[src/hw/rtl/pmca_pkg.sv]
// Package for the minimum corner angle unit: widths, CORDIC table, job types.
// Used by every module of the block; depends on nothing.
package pmca_pkg;
    localparam int COORD_BITS   = 16;
    localparam int CORDIC_STEPS = 20;
    localparam int MAX_VERTICES = 65535;
    localparam int EDGE_SHIFT   = (COORD_BITS > 30) ? COORD_BITS - 30 : 0;
    localparam int EDGE_BITS    = COORD_BITS + 1 - EDGE_SHIFT;
    localparam int PROD_BITS    = 2 * EDGE_BITS + 1;
    // CORDIC datapath: products plus headroom for the prerotation and gain.
    localparam int CW           = PROD_BITS + 3;
    localparam int STEP_BITS    = $clog2(CORDIC_STEPS + 1);
    localparam int CNT_BITS     = 16;
    localparam int ANG_BITS     = 16;
    localparam logic [ANG_BITS-1:0] FULL_TURN = 16'd46080;
    localparam int QDEPTH       = 4;

    typedef logic signed [COORD_BITS-1:0] t_coord;
    typedef struct packed {
        t_coord x;
        t_coord y;
    } t_point;

    // One corner job: three points, plus flags to compute an angle, deliver the result and deliver zero.
    typedef struct packed {
        t_point a;
        t_point b;
        t_point c;
        logic   eval;   // compute an angle for this job
        logic   emit;   // deliver the result after this job
        logic   zero;   // deliver zero (fewer than three vertices)
    } t_job;

    function automatic logic [31:0] atan_turn(input logic [4:0] i);
        logic [31:0] r;
        unique case (i)
            5'd0:  r = 32'h20000000; 5'd1:  r = 32'h12E4051E;
            5'd2:  r = 32'h09FB385B; 5'd3:  r = 32'h051111D4;
            5'd4:  r = 32'h028B0D43; 5'd5:  r = 32'h0145D7E1;
            5'd6:  r = 32'h00A2F61E; 5'd7:  r = 32'h00517C55;
            5'd8:  r = 32'h0028BE53; 5'd9:  r = 32'h00145F2F;
            5'd10: r = 32'h000A2F98; 5'd11: r = 32'h000517CC;
            5'd12: r = 32'h00028BE6; 5'd13: r = 32'h000145F3;
            5'd14: r = 32'h0000A2FA; 5'd15: r = 32'h0000517D;
            5'd16: r = 32'h000028BE; 5'd17: r = 32'h0000145F;
            5'd18: r = 32'h00000A30; 5'd19: r = 32'h00000518;
            5'd20: r = 32'h0000028C; 5'd21: r = 32'h00000146;
            5'd22: r = 32'h000000A3; 5'd23: r = 32'h00000051;
            5'd24: r = 32'h00000029; 5'd25: r = 32'h00000014;
            5'd26: r = 32'h0000000A; 5'd27: r = 32'h00000005;
            5'd28: r = 32'h00000003; 5'd29: r = 32'h00000001;
            5'd30: r = 32'h00000001; default: r = 32'h00000000;
        endcase
        return r;
    endfunction
endpackage

[src/hw/rtl/pmca_queue.sv]
// Short job queue between front end and angle engine.
// Depends on pmca_pkg.
module pmca_queue (
    input  logic           i_clk,
    input  logic           i_rst_n,
    input  pmca_pkg::t_job i_job,
    input  logic           i_valid,
    output logic           o_ready,
    output pmca_pkg::t_job o_job,
    output logic           o_valid,
    input  logic           i_ready
);
    import pmca_pkg::*;
    localparam int AW = $clog2(QDEPTH);

    t_job          r_mem [QDEPTH];
    logic [AW-1:0] r_wp, r_rp;
    logic [AW:0]   r_cnt;
    logic          wr, rd;

    assign o_ready = (r_cnt != (AW+1)'(QDEPTH));
    assign o_valid = (r_cnt != '0);
    assign o_job = r_mem[r_rp];
    assign wr = i_valid && o_ready;
    assign rd = o_valid && i_ready;

    // Storage, written at the tail.
    always_ff @(posedge i_clk) begin
        if (wr) r_mem[r_wp] <= i_job;
    end

    // Pointers and fill count.
    always_ff @(posedge i_clk) begin
        if (!i_rst_n) begin
            r_wp <= '0; r_rp <= '0; r_cnt <= '0;
        end else begin
            if (wr) r_wp <= r_wp + 1'b1;
            if (rd) r_rp <= r_rp + 1'b1;
            r_cnt <= r_cnt + (AW+1)'(wr) - (AW+1)'(rd);
        end
    end
endmodule

[config.mk]
export PLATFORM = sky130hd
export DESIGN_NAME = pmca_queue
export DESIGN_NICKNAME = d
export VERILOG_FILES = /design/src/hw/rtl/pmca_pkg.sv /design/src/hw/rtl/pmca_queue.sv
export SDC_FILE = /design/constraint.sdc
export NUM_CORES = 1
export LEC_CHECK = 0
export ABC_AREA = 1
export ABC_CLOCK_PERIOD_IN_PS = 7400
export CAP_MARGIN = 5
export CORE_ASPECT_RATIO = 1.4
export CORE_MARGIN = 2
export CORE_UTILIZATION = 50
export CTS_CLUSTER_SIZE = 25
export DETAILED_ROUTE_END_ITERATION = 16
export DONT_BUFFER_PORTS = 1
export PLACE_DENSITY = 0.72
export SLEW_MARGIN = 5
export SYNTH_ARGS = -nofsm -noshare
export SYNTH_HDL_FRONTEND = slang
export SYNTH_SLANG_ARGS = --single-unit
export TNS_END_PERCENT = 1
[constraint.sdc]
create_clock -name i_clk -period 7.4 [get_ports i_clk]
set_input_delay 0.74 -clock i_clk [delete_from_list [all_inputs] [get_ports i_clk]]
set_output_delay 0.74 -clock i_clk [all_outputs]
set_load 0.03 [all_outputs]
==> flow_summary.yaml <==
critical_path:
  cp_max_fo: 112
  worstSetupPathType: "flop to primary output"
  arrival_time_worst_endpoint_ns: 3.85
  timing.critical_path.from_type: "flop"
  crit_path_end_kind: "primary output"
  timing.critical_path.required_ns: 6.66
global_route:
  met2_usage_pct: 31.0
  grt_antenna_before_repair: 0
  grt-busiest-layer: "met2"
  grt_max_degree: 113
  grtUsageMet3_pct: 6.80
  grtUsageMet1_pct: 21.1
  grt_pass1_vias: 8255
  wire_length_of_the_first_global_routing_pass_mm: 44.6
  grt_remaining_overflow: 0
  groute.usage.overall_pct: 18.5
finish:
  insertedDiodeCount: 0
  area_delta_synth_final_pct: 9.35
  layout.filler_cells: 2349
  design.final.nets: 1118
  post_layout_nonfiller_instances: 1420
  layout_cell_area_excl_fill_mm2: 0.0165
  multi_input_area_mm2: 0.00263
  seqCellArea_mm2: 0.0121
  drive_gt1_share_pct: 6.96
timing:
  setup_repair_after_global_routing_missed_its_margin: "false"
  final_max_slew_viol_count: 0
  minimum_clock_period_after_layout_ns: 4.59
  post-route-worst-setup-slack_ns: 2.81
  clock_skews_ns: 0.0146
  layout_worst_path_cycle_share_pct: 62.0
  final_hold_viol_count: 0
  slew_limit_headroom_pct: 22.6
  worst_pin_slew_ns: 1.16
  final.setup.tns_ns: 0
  max_clock_freq_mhz: 218
  setup_viol: 0
floorplanning:
  top_level_ports: 204
  design.core.area_mm2: 0.0298
  chip_height_um: 210
  die-width_um: 151
  floorplan.rows: 75
  floorplan.die_area_mm2: 0.0317
  initial_utilization_pct: 50.6
detailed_routing:
  detailedRoute.firstPassIterationCount: 5
  route.vias.total: 8294
  post-route-drc-count: 0
  routed_antenna_nets: 0
  vias_per_cell: 5.84
  detail_route.wirelength_mm: 29.7
  detail_route.wl_per_cell_um: 20.9
  drtIter0Drc: 580
flow_run:
  maxCapViolations: 0
clock_tree:
  tritoncts.num_buffers: 37
  cts-root-to-sink-buffers: 3
  clock-sinks: 405
  cts_root_buffer: "clkbuf_16"
  cts_tree: "built"
  cts_max_level: 2
  number_of_gates_resized_after_cts: 0
  clk-insertion-delay-late_ns: 0.53
  post_cts.repair.setup_buffers: 0
  clkTransAtPathRegs_ns: 0.06
  holdBufCountCts: 0
yosys:
  synth_async_sr_flop_share_pct: 0
  post_synth_main_area_contributors: "edfxtp_1, o21ai_0, nor2_1"
  syn-instance-count: 1022
  synthFlopType: "edfxtp_1"
  syn-cell-area_mm2: 0.0151
  top_cell_type_by_total_area_after_synthesis: "edfxtp_1"
  synth.net_count: 1132
  seq_area_frac_synth_pct: 79.9
  syn_area_per_cell_um2: 14.8
  yosysWarnings: 0
  number_of_flops_mapped_to_enable_cells_by_yosys: 396
  yosys-top-cells-count: "edfxtp_1, nor2_1, o21ai_0"
  ffs_latches_synth: 405
  area_share_of_the_largest_cell_type_after_synthesis_pct: 78.7
  synth_cell_type_count: 20
  post-synth-top-count-cell: "edfxtp_1"
power_and_ir_drop:
  leakage_nw: 5.32
  power_density_mw_per_mm2: 371
  report.power.total_mw: 6.13
  vdd.ir_drop.worst_uv: 348
outcome:
  result_of_the_run: "finished clean"
placed_design:
  numPlacedInstances: 1354
  gpl.final_weighted_congestion: 0.771
  place_hpwl_mm: 15.7
  placement.io_buffers: 0
  placedInstanceArea_mm2: 0.0154
  pre_cts_slack_ns: 3.40
hold_path:
  min_delay_path_class: "primary input to flop"
==> layout by cell type, fill, tap and decap left out, types with 5 or more instances in the layout <==
cell,Yosys,layout
buf_4,5,10
clkbuf_1,40,5
clkbuf_16,0,37
clkinv_1,0,8
clkinv_2,0,7
dfxtp_1,9,7
edfxtp_1,396,396
ha_1,6,6
inv_1,14,14
nand2_1,13,13
nor2_1,210,206
o21ai_0,177,177
o21ai_1,22,22
o22ai_1,99,99
==> cell type report <==
type                       instances  share of cell area (%)
sequential                       405                    73.1
multi-input combinational        537                    15.9
clock buffer                      42                    5.72
tap                              385                    2.91
clock inverter                    24                    1.38
timing repair buffer              11                   0.575
inverter                          16                   0.424
==> state kept, by name, summed over array words and instances, names as in the netlist, named ones only <==
name and count:
r_cnt 3, r_rp 2, r_wp 2, r_mem 396
==> critical path, stage by stage, from the launching register on <==
cell and delay [ns]:
dfxtp_4 0.33, buf_4 0.42, inv_6 0.71, buf_4 0.85
o21ai_0 0.20, o22ai_1 0.67
==> final timing paths <==
| check | from | endpoint | slack (ns) | cells past startpoint |
|---|---|---|---|---|
| setup / recovery | flop | o_job[68] | 2.81 | 5 |
| hold / removal | i_job[20] | r_mem[2][20] | 0.30 | 0 |
| setup reg to reg | r_cnt[1] | r_mem[1][50] | 4.42 | 5 |
| hold reg to reg | r_rp[0] | flop | 0.50 | 2 |
==> cells by family (layout without fill, tap and decap cells) <==
logic type / count (synthesis) / count (layout) / synth area share [%]
compound gates: 304 / 304 / 10.9
simple gates: 226 / 226 / 5.64
flops: 405 / 405 / 79.9
fa+ha+maj: 7 / 7 / 0.629
buf+inv: 80 / 93 / 2.94
==> metal layers <==
metal | vias up | routed length [µm] | share of wire (%)
met3 | 69 | 2910 | 9.8
met4 | 0 | 1060 | 3.6
met2 | 296 | 14900 | 50
li1 | 3815 | - | -
met1 | 4114 | 10800 | 36
met5 | - | 0 | 0
==> per-stage QoR <==
stage          util [%]  hold WS (ns)
3_5_place_dp       51.5         0.483
5_1_grt            55.4         0.274
3_3_place_gp       51.5         0.464
2_1_floorplan         -         0.448
6_report           55.4         0.301
4_1_cts            55.4         0.275
==> power by group <==
group	internal, mW	leakage, nW	switching [mW]
clock network	1.06	0.576	0.774
registers	2.80	3.70	0.0649
logic	0.230	1.05	1.20
total	4.09	5.32	2.04
Power figures use the tool's default switching activity.
