==> config.mk <==
export PLATFORM = sky130hd
export DESIGN_NAME = pmca_front_flat
export DESIGN_NICKNAME = d
export VERILOG_FILES = /design/src/hw/rtl/pmca_pkg.sv /design/src/hw/rtl/pmca_if.sv /design/src/hw/rtl/pmca_front.sv /design/src/flat_wrapper.sv
export SDC_FILE = /design/constraint.sdc
export NUM_CORES = 1
export LEC_CHECK = 0
export CORE_UTILIZATION = 55
export DETAILED_ROUTE_END_ITERATION = 8
export DONT_BUFFER_PORTS = 1
export GPL_TIMING_DRIVEN = 0
export PLACE_DENSITY_LB_ADDON = 0.2
export SYNTH_ARGS = -nofsm -noshare
export SYNTH_HDL_FRONTEND = slang
export SYNTH_SLANG_ARGS = --single-unit
==> constraint.sdc <==
create_clock -name i_clk -period 6.3 [get_ports i_clk]
set_input_delay 0 -clock i_clk [delete_from_list [all_inputs] [get_ports i_clk]]
set_output_delay 0 -clock i_clk [all_outputs]
set_load 0.02 [all_outputs]
==> src/hw/rtl/pmca_pkg.sv <==
// Package for the minimum corner angle unit: widths, CORDIC table, job types.
// Used by every module of the block; depends on nothing.
package pmca_pkg;
    localparam int COORD_BITS   = 16;
    localparam int CORDIC_STEPS = 20;
    localparam int MAX_VERTICES = 65535;
    localparam int EDGE_SHIFT   = (COORD_BITS > 30) ? COORD_BITS - 30 : 0;
    localparam int EDGE_BITS    = COORD_BITS + 1 - EDGE_SHIFT;
    localparam int PROD_BITS    = 2 * EDGE_BITS + 1;
    // CORDIC datapath: products plus headroom for the prerotation and gain.
    localparam int CW           = PROD_BITS + 3;
    localparam int STEP_BITS    = $clog2(CORDIC_STEPS + 1);
    localparam int CNT_BITS     = 16;
    localparam int ANG_BITS     = 16;
    localparam logic [ANG_BITS-1:0] FULL_TURN = 16'd46080;
    localparam int QDEPTH       = 4;

    typedef logic signed [COORD_BITS-1:0] t_coord;
    typedef struct packed {
        t_coord x;
        t_coord y;
    } t_point;

    // One corner job: three points, plus flags to compute an angle, deliver the result and deliver zero.
    typedef struct packed {
        t_point a;
        t_point b;
        t_point c;
        logic   eval;   // compute an angle for this job
        logic   emit;   // deliver the result after this job
        logic   zero;   // deliver zero (fewer than three vertices)
    } t_job;

    function automatic logic [31:0] atan_turn(input logic [4:0] i);
        logic [31:0] r;
        unique case (i)
            5'd0:  r = 32'h20000000; 5'd1:  r = 32'h12E4051E;
            5'd2:  r = 32'h09FB385B; 5'd3:  r = 32'h051111D4;
            5'd4:  r = 32'h028B0D43; 5'd5:  r = 32'h0145D7E1;
            5'd6:  r = 32'h00A2F61E; 5'd7:  r = 32'h00517C55;
            5'd8:  r = 32'h0028BE53; 5'd9:  r = 32'h00145F2F;
            5'd10: r = 32'h000A2F98; 5'd11: r = 32'h000517CC;
            5'd12: r = 32'h00028BE6; 5'd13: r = 32'h000145F3;
            5'd14: r = 32'h0000A2FA; 5'd15: r = 32'h0000517D;
            5'd16: r = 32'h000028BE; 5'd17: r = 32'h0000145F;
            5'd18: r = 32'h00000A30; 5'd19: r = 32'h00000518;
            5'd20: r = 32'h0000028C; 5'd21: r = 32'h00000146;
            5'd22: r = 32'h000000A3; 5'd23: r = 32'h00000051;
            5'd24: r = 32'h00000029; 5'd25: r = 32'h00000014;
            5'd26: r = 32'h0000000A; 5'd27: r = 32'h00000005;
            5'd28: r = 32'h00000003; 5'd29: r = 32'h00000001;
            5'd30: r = 32'h00000001; default: r = 32'h00000000;
        endcase
        return r;
    endfunction
endpackage

==> src/hw/rtl/pmca_if.sv <==
// Valid/ready channel interfaces for vertices in and angles out.
// Depends on pmca_pkg.
interface pmca_vertex_if;
    import pmca_pkg::*;
    logic   valid;
    logic   ready;
    t_coord vertex_x;
    t_coord vertex_y;
    logic   last_vertex;
    modport source (output valid, output vertex_x, output vertex_y, output last_vertex,
                    input ready);
    modport sink (input valid, input vertex_x, input vertex_y, input last_vertex,
                  output ready);
endinterface


==> src/hw/rtl/pmca_front.sv <==
// Front end: keeps first and recent vertices and issues corner jobs.
// Depends on pmca_pkg and pmca_if.
module pmca_front (
    input  logic          i_clk,
    input  logic          i_rst_n,
    pmca_vertex_if.sink   i_vtx,
    output pmca_pkg::t_job o_job,
    output logic          o_job_valid,
    input  logic          i_job_ready
);
    import pmca_pkg::*;

    typedef enum logic [1:0] {S_TAKE, S_WRAP1, S_WRAP2} t_state;

    t_state            r_state, n_state;
    t_point            r_first0, r_first1, r_rec0, r_rec1;
    logic [CNT_BITS-1:0] r_cnt;
    t_point            p;
    logic [CNT_BITS-1:0] cnt1;

    assign p.x = i_vtx.vertex_x;
    assign p.y = i_vtx.vertex_y;
    assign cnt1 = (r_cnt < CNT_BITS'(MAX_VERTICES)) ? r_cnt + 1'b1 : r_cnt;
    assign i_vtx.ready = (r_state == S_TAKE) && i_job_ready;

    // Job selection per state.
    always_comb begin
        o_job = '0;
        o_job_valid = 1'b0;
        n_state = r_state;
        unique case (r_state)
            S_TAKE: begin
                o_job.a = r_rec0; o_job.b = r_rec1; o_job.c = p;
                o_job.eval = (cnt1 >= CNT_BITS'(3));
                o_job.zero = i_vtx.last_vertex && (cnt1 < CNT_BITS'(3));
                o_job.emit = o_job.zero;
                o_job_valid = i_vtx.valid;
                if (i_vtx.valid && i_job_ready && i_vtx.last_vertex && !o_job.zero)
                    n_state = S_WRAP1;
            end
            S_WRAP1: begin
                o_job.a = r_rec0; o_job.b = r_rec1; o_job.c = r_first0;
                o_job.eval = 1'b1;
                o_job_valid = 1'b1;
                if (i_job_ready) n_state = S_WRAP2;
            end
            default: begin
                o_job.a = r_rec1; o_job.b = r_first0; o_job.c = r_first1;
                o_job.eval = 1'b1; o_job.emit = 1'b1;
                o_job_valid = 1'b1;
                if (i_job_ready) n_state = S_TAKE;
            end
        endcase
    end

    // State and vertex history.
    always_ff @(posedge i_clk) begin
        if (!i_rst_n) begin
            r_state <= S_TAKE;
            r_cnt <= '0;
            r_first0 <= '0; r_first1 <= '0; r_rec0 <= '0; r_rec1 <= '0;
        end else begin
            r_state <= n_state;
            if (r_state == S_TAKE && i_vtx.valid && i_job_ready) begin
                if (cnt1 == CNT_BITS'(1)) r_first0 <= p;
                if (cnt1 == CNT_BITS'(2)) r_first1 <= p;
                r_rec0 <= r_rec1;
                r_rec1 <= p;
                if (i_vtx.last_vertex && o_job.zero) begin
                    r_cnt <= '0;
                    r_first0 <= '0; r_first1 <= '0; r_rec0 <= '0; r_rec1 <= '0;
                end else begin
                    r_cnt <= cnt1;
                end
            end else if (r_state == S_WRAP2 && i_job_ready) begin
                r_cnt <= '0;
                r_first0 <= '0; r_first1 <= '0; r_rec0 <= '0; r_rec1 <= '0;
            end
        end
    end
endmodule

==> src/flat_wrapper.sv <==
// flat-port wrapper written by rule: the top's interface ports become plain ports
module pmca_front_flat import pmca_pkg::*;
  (i_clk, i_rst_n, o_job, o_job_valid, i_job_ready, i_vtx_valid, i_vtx_vertex_x, i_vtx_vertex_y, i_vtx_last_vertex, i_vtx_ready);
  pmca_vertex_if i_vtx_i ();
  input  logic i_clk;
  input  logic i_rst_n;
  output pmca_pkg::t_job o_job;
  output logic o_job_valid;
  input  logic i_job_ready;
  input wire logic [$bits(i_vtx_i.valid)-1:0] i_vtx_valid;
  input wire logic [$bits(i_vtx_i.vertex_x)-1:0] i_vtx_vertex_x;
  input wire logic [$bits(i_vtx_i.vertex_y)-1:0] i_vtx_vertex_y;
  input wire logic [$bits(i_vtx_i.last_vertex)-1:0] i_vtx_last_vertex;
  output wire logic [$bits(i_vtx_i.ready)-1:0] i_vtx_ready;
  assign i_vtx_i.valid = i_vtx_valid;
  assign i_vtx_i.vertex_x = i_vtx_vertex_x;
  assign i_vtx_i.vertex_y = i_vtx_vertex_y;
  assign i_vtx_i.last_vertex = i_vtx_last_vertex;
  assign i_vtx_ready = i_vtx_i.ready;
  pmca_front u_core (.i_clk(i_clk), .i_rst_n(i_rst_n), .i_vtx(i_vtx_i), .o_job(o_job), .o_job_valid(o_job_valid), .i_job_ready(i_job_ready));
endmodule
==> results_dict.tcl <==
set metrics [dict create \
    outcome "finished clean" \
    final_cell_mix "dfxtp_1 (146), nand2_1 (84), nor2_1 (79)" \
    finalInstanceArea_sq_mm 0.00853 \
    layout_commonest_cell "dfxtp_1" \
    tightestPinTransition_ns 1.07 \
    place_ws_ns 2.95 \
    n_antenna_cell 0 \
    synth_top_family_by_area "multiplexers" \
    cts_buffers 17 \
    syn_inst 810 \
    setup_viol 0 \
    io_buffers 0 \
    vias 7165 \
    cts_hold_buf 36 \
    area_growth_pct 15.8 \
    cp_top_family "compound AO/OA/AOI/OAI gates" \
    fmax_mhz 284 \
    dieArea_sq_mm 0.0139 \
    start_util_pct 57.4 \
    period_share_pct 55.9 \
    power_density_mw_per_mm2 258 \
    yosysWarnings 0 \
    crit_arrival_ns 3.84 \
    grt_overflow 0 \
    yosysSeqAreaShare_pct 39.7 \
    reg2regPathDepth 9 \
    setup_slack_ns 2.78 \
    dpl.hpwl_um 17400 \
    die_y_um 118 \
    cp_cell_sequence "buf_2 -> nand3_1 -> o41ai_2 -> nand2_1 -> a211o_1 -> nor3_1 -> a21oi_1 -> clkbuf_1 -> a22o_1" \
    clock_sinks 146 \
    drt_iter0_drc 916 \
    cts_setup_buffers 0 \
    ctsRootBufferMaster "clkbuf_16" \
    min_to "u_core.r_first0[31]" \
    layout-drive-gt1-share_pct 14.4 \
    clkLatencyLatePin_ns 0.44 \
    rsz0062_at_grt "false" \
    hold_depth 3 \
    r2r-start "u_core.r_cnt[13]" \
    synth_area_sq_mm 0.00736 \
    slew_headroom_pct 28.5 \
    grt_pass1_wl_um 39800 \
    ys.flop_type "dfxtp_1" \
    tritoncts "built" \
    endpoint_kind "flop" \
    avgSynthCellArea_sq_um 9.09 \
    cts-resized-gates 0 \
    cp_slowest_stage_delay_ns 0.62 \
    p_total_mw 2.20 \
    fp.coreArea_sq_mm 0.0128 \
    gp_congestion 0.925 \
    grt_antenna_before_repair 0 \
    synth_mux_area_share_pct 18.8 \
    synth_adder_area_share_pct 0.510 \
    vias_per_cell 6.82 \
    synth-xor-area-share_pct 0.119 \
    synth-compound-area-share_pct 18.2 \
    async_flop_share_pct 0 \
    htree_num_levels 4 \
    crit_type "flop to flop" \
    r2r_end "u_core.r_first1[17]" \
    startpoint_type "flop" \
    fin_worst_skew_ns 0.0135 \
    hold_path_class "input port to flop" \
    max-clock-path-buffers 2 \
    nets 905 \
    hold_path.startpoint "i_job_ready" \
    die_width_um 118 \
    placed_area_sq_mm 0.00758 \
    syn_nets 850 \
    ys_ff_latch 146 \
    first_global_vias 6819 \
    path_max_fanout 10 \
    maxCapViolCount 0 \
    clkTransAtPathRegs_ns 0.06 \
    worstPathRequired_ns 6.62 \
    finalMaxSlewViolations 0 \
    p_leak_nw 3.07 \
    grt_max_degree 17 \
    drtPass1Iterations 9 \
    hold_violations 0 \
    rrSetupSlack_ns 2.78 \
    ant_nets 0 \
    synthSimpleGateAreaFrac_pct 16.4 \
    routed_wl_um 25900 \
    grt_usage_pct 37.2 \
    crit_path_top_delay_cell "o41ai_2" \
    drc 0 \
    io_pins 138 \
    ir_worst_vdd_v 0.000198 \
    yosysUniqueCellTypes 48 \
    min_period_ns 3.52 \
    rows 41 \
    synth_edf_count 0 \
    crit_buf_inv 2 \
    wire_per_inst_um 24.7 \
    fin_tns_setup_ns 0 \
]
[sequential cells by signal, summed over array words and instances, names as in the netlist]
register,count
u_core.r_cnt,16
u_core.r_first0,32
u_core.r_first1,32
u_core.r_rec0,32
u_core.r_rec1,32
u_core.r_state,2
[cell families (layout without fill, tap and decap cells)]
group / Yosys count / count (layout)
buf+inv: 92 / 160
compound gates: 177 / 177
xor+xnor: 1 / 1
simple gates: 261 / 261
flops: 146 / 146
fa+ha+maj: 3 / 3
mux: 130 / 130
[layout make-up]
class                   instances  area, sq um
clock inverters                12          131
plain buffers                  85          438
fillers                      1057         4300
clock buffers                  20          457
flip-flops and latches        146         2920
well taps                     172          215
repair buffers                 36          360
inverters                       7         26.3
multi-input cells             572         3980
[per-layer routing]
metal  share of wire (%)  GRT usage (%)
met1                  39           46.8
met2                  46           60.1
met4                 4.0           16.3
met5                   0              0
met3                  10           9.16
[worst min-delay path, cell delays in order]
cell	delay, ns
and3b_1	0.20
a31oi_1	0.17
mux2i_1	0.15
[worst max path at each step]
stage | startpoint | endpoint | slack (ns) | depth (start not counted)
CTS | u_core.r_cnt[0] | u_core.r_first1[17] | 2.93 | 9
floorplan | u_core.r_cnt[0] | u_core.r_rec0[0] | 3.46 | 12
detailed placement | u_core.r_cnt[0] | u_core.r_first1[17] | 2.95 | 9
global route | u_core.r_cnt[4] | u_core.r_first1[17] | 2.55 | 9
finish | u_core.r_cnt[13] | u_core.r_first1[17] | 2.78 | 9
global placement | u_core.r_cnt[13] | u_core.r_first1[14] | 2.99 | 9
[cell usage after synthesis (4+ instances only)]
| cell | instances | area (sq um) |
|---|---|---|
| a21oi_1 | 8 | 40.0 |
| a22o_1 | 32 | 280 |
| a31oi_1 | 14 | 87.6 |
| a32oi_1 | 64 | 561 |
| and3_1 | 6 | 37.5 |
| buf_2 | 11 | 55.1 |
| buf_6 | 14 | 158 |
| clkbuf_1 | 57 | 214 |
| dfxtp_1 | 146 | 2920 |
| inv_1 | 6 | 22.5 |
| mux2_2 | 65 | 732 |
| mux2i_1 | 65 | 651 |
| nand2_1 | 84 | 315 |
| nand2b_1 | 4 | 25.0 |
| nand3_1 | 16 | 80.1 |
| nand4_1 | 40 | 250 |
| nor2_1 | 79 | 297 |
| nor3_1 | 12 | 60.1 |
| nor4_1 | 8 | 50.1 |
| o21ai_0 | 39 | 195 |
[metrics by stage]
stage | instances | utilization [%] | hold slack [ns]
after global placement | 982 | 59.1 | 0.126
after detailed placement | 982 | 59.1 | 0.130
after CTS | 1050 | 66.5 | 0.121
final | 1050 | 66.5 | 0.147
after floorplan | 810 | - | 0.126
after global routing | 1050 | 66.5 | 0.166
[power by group]
group	switching, mW	internal, mW	total (mW)	leakage, nW
Clock	0.418	0.604	1.02	0.290
Sequential	0.0115	0.936	0.948	1.18
Combinational	0.164	0.0696	0.234	1.60
No activity file was read; power rests on OpenSTA's default activity.
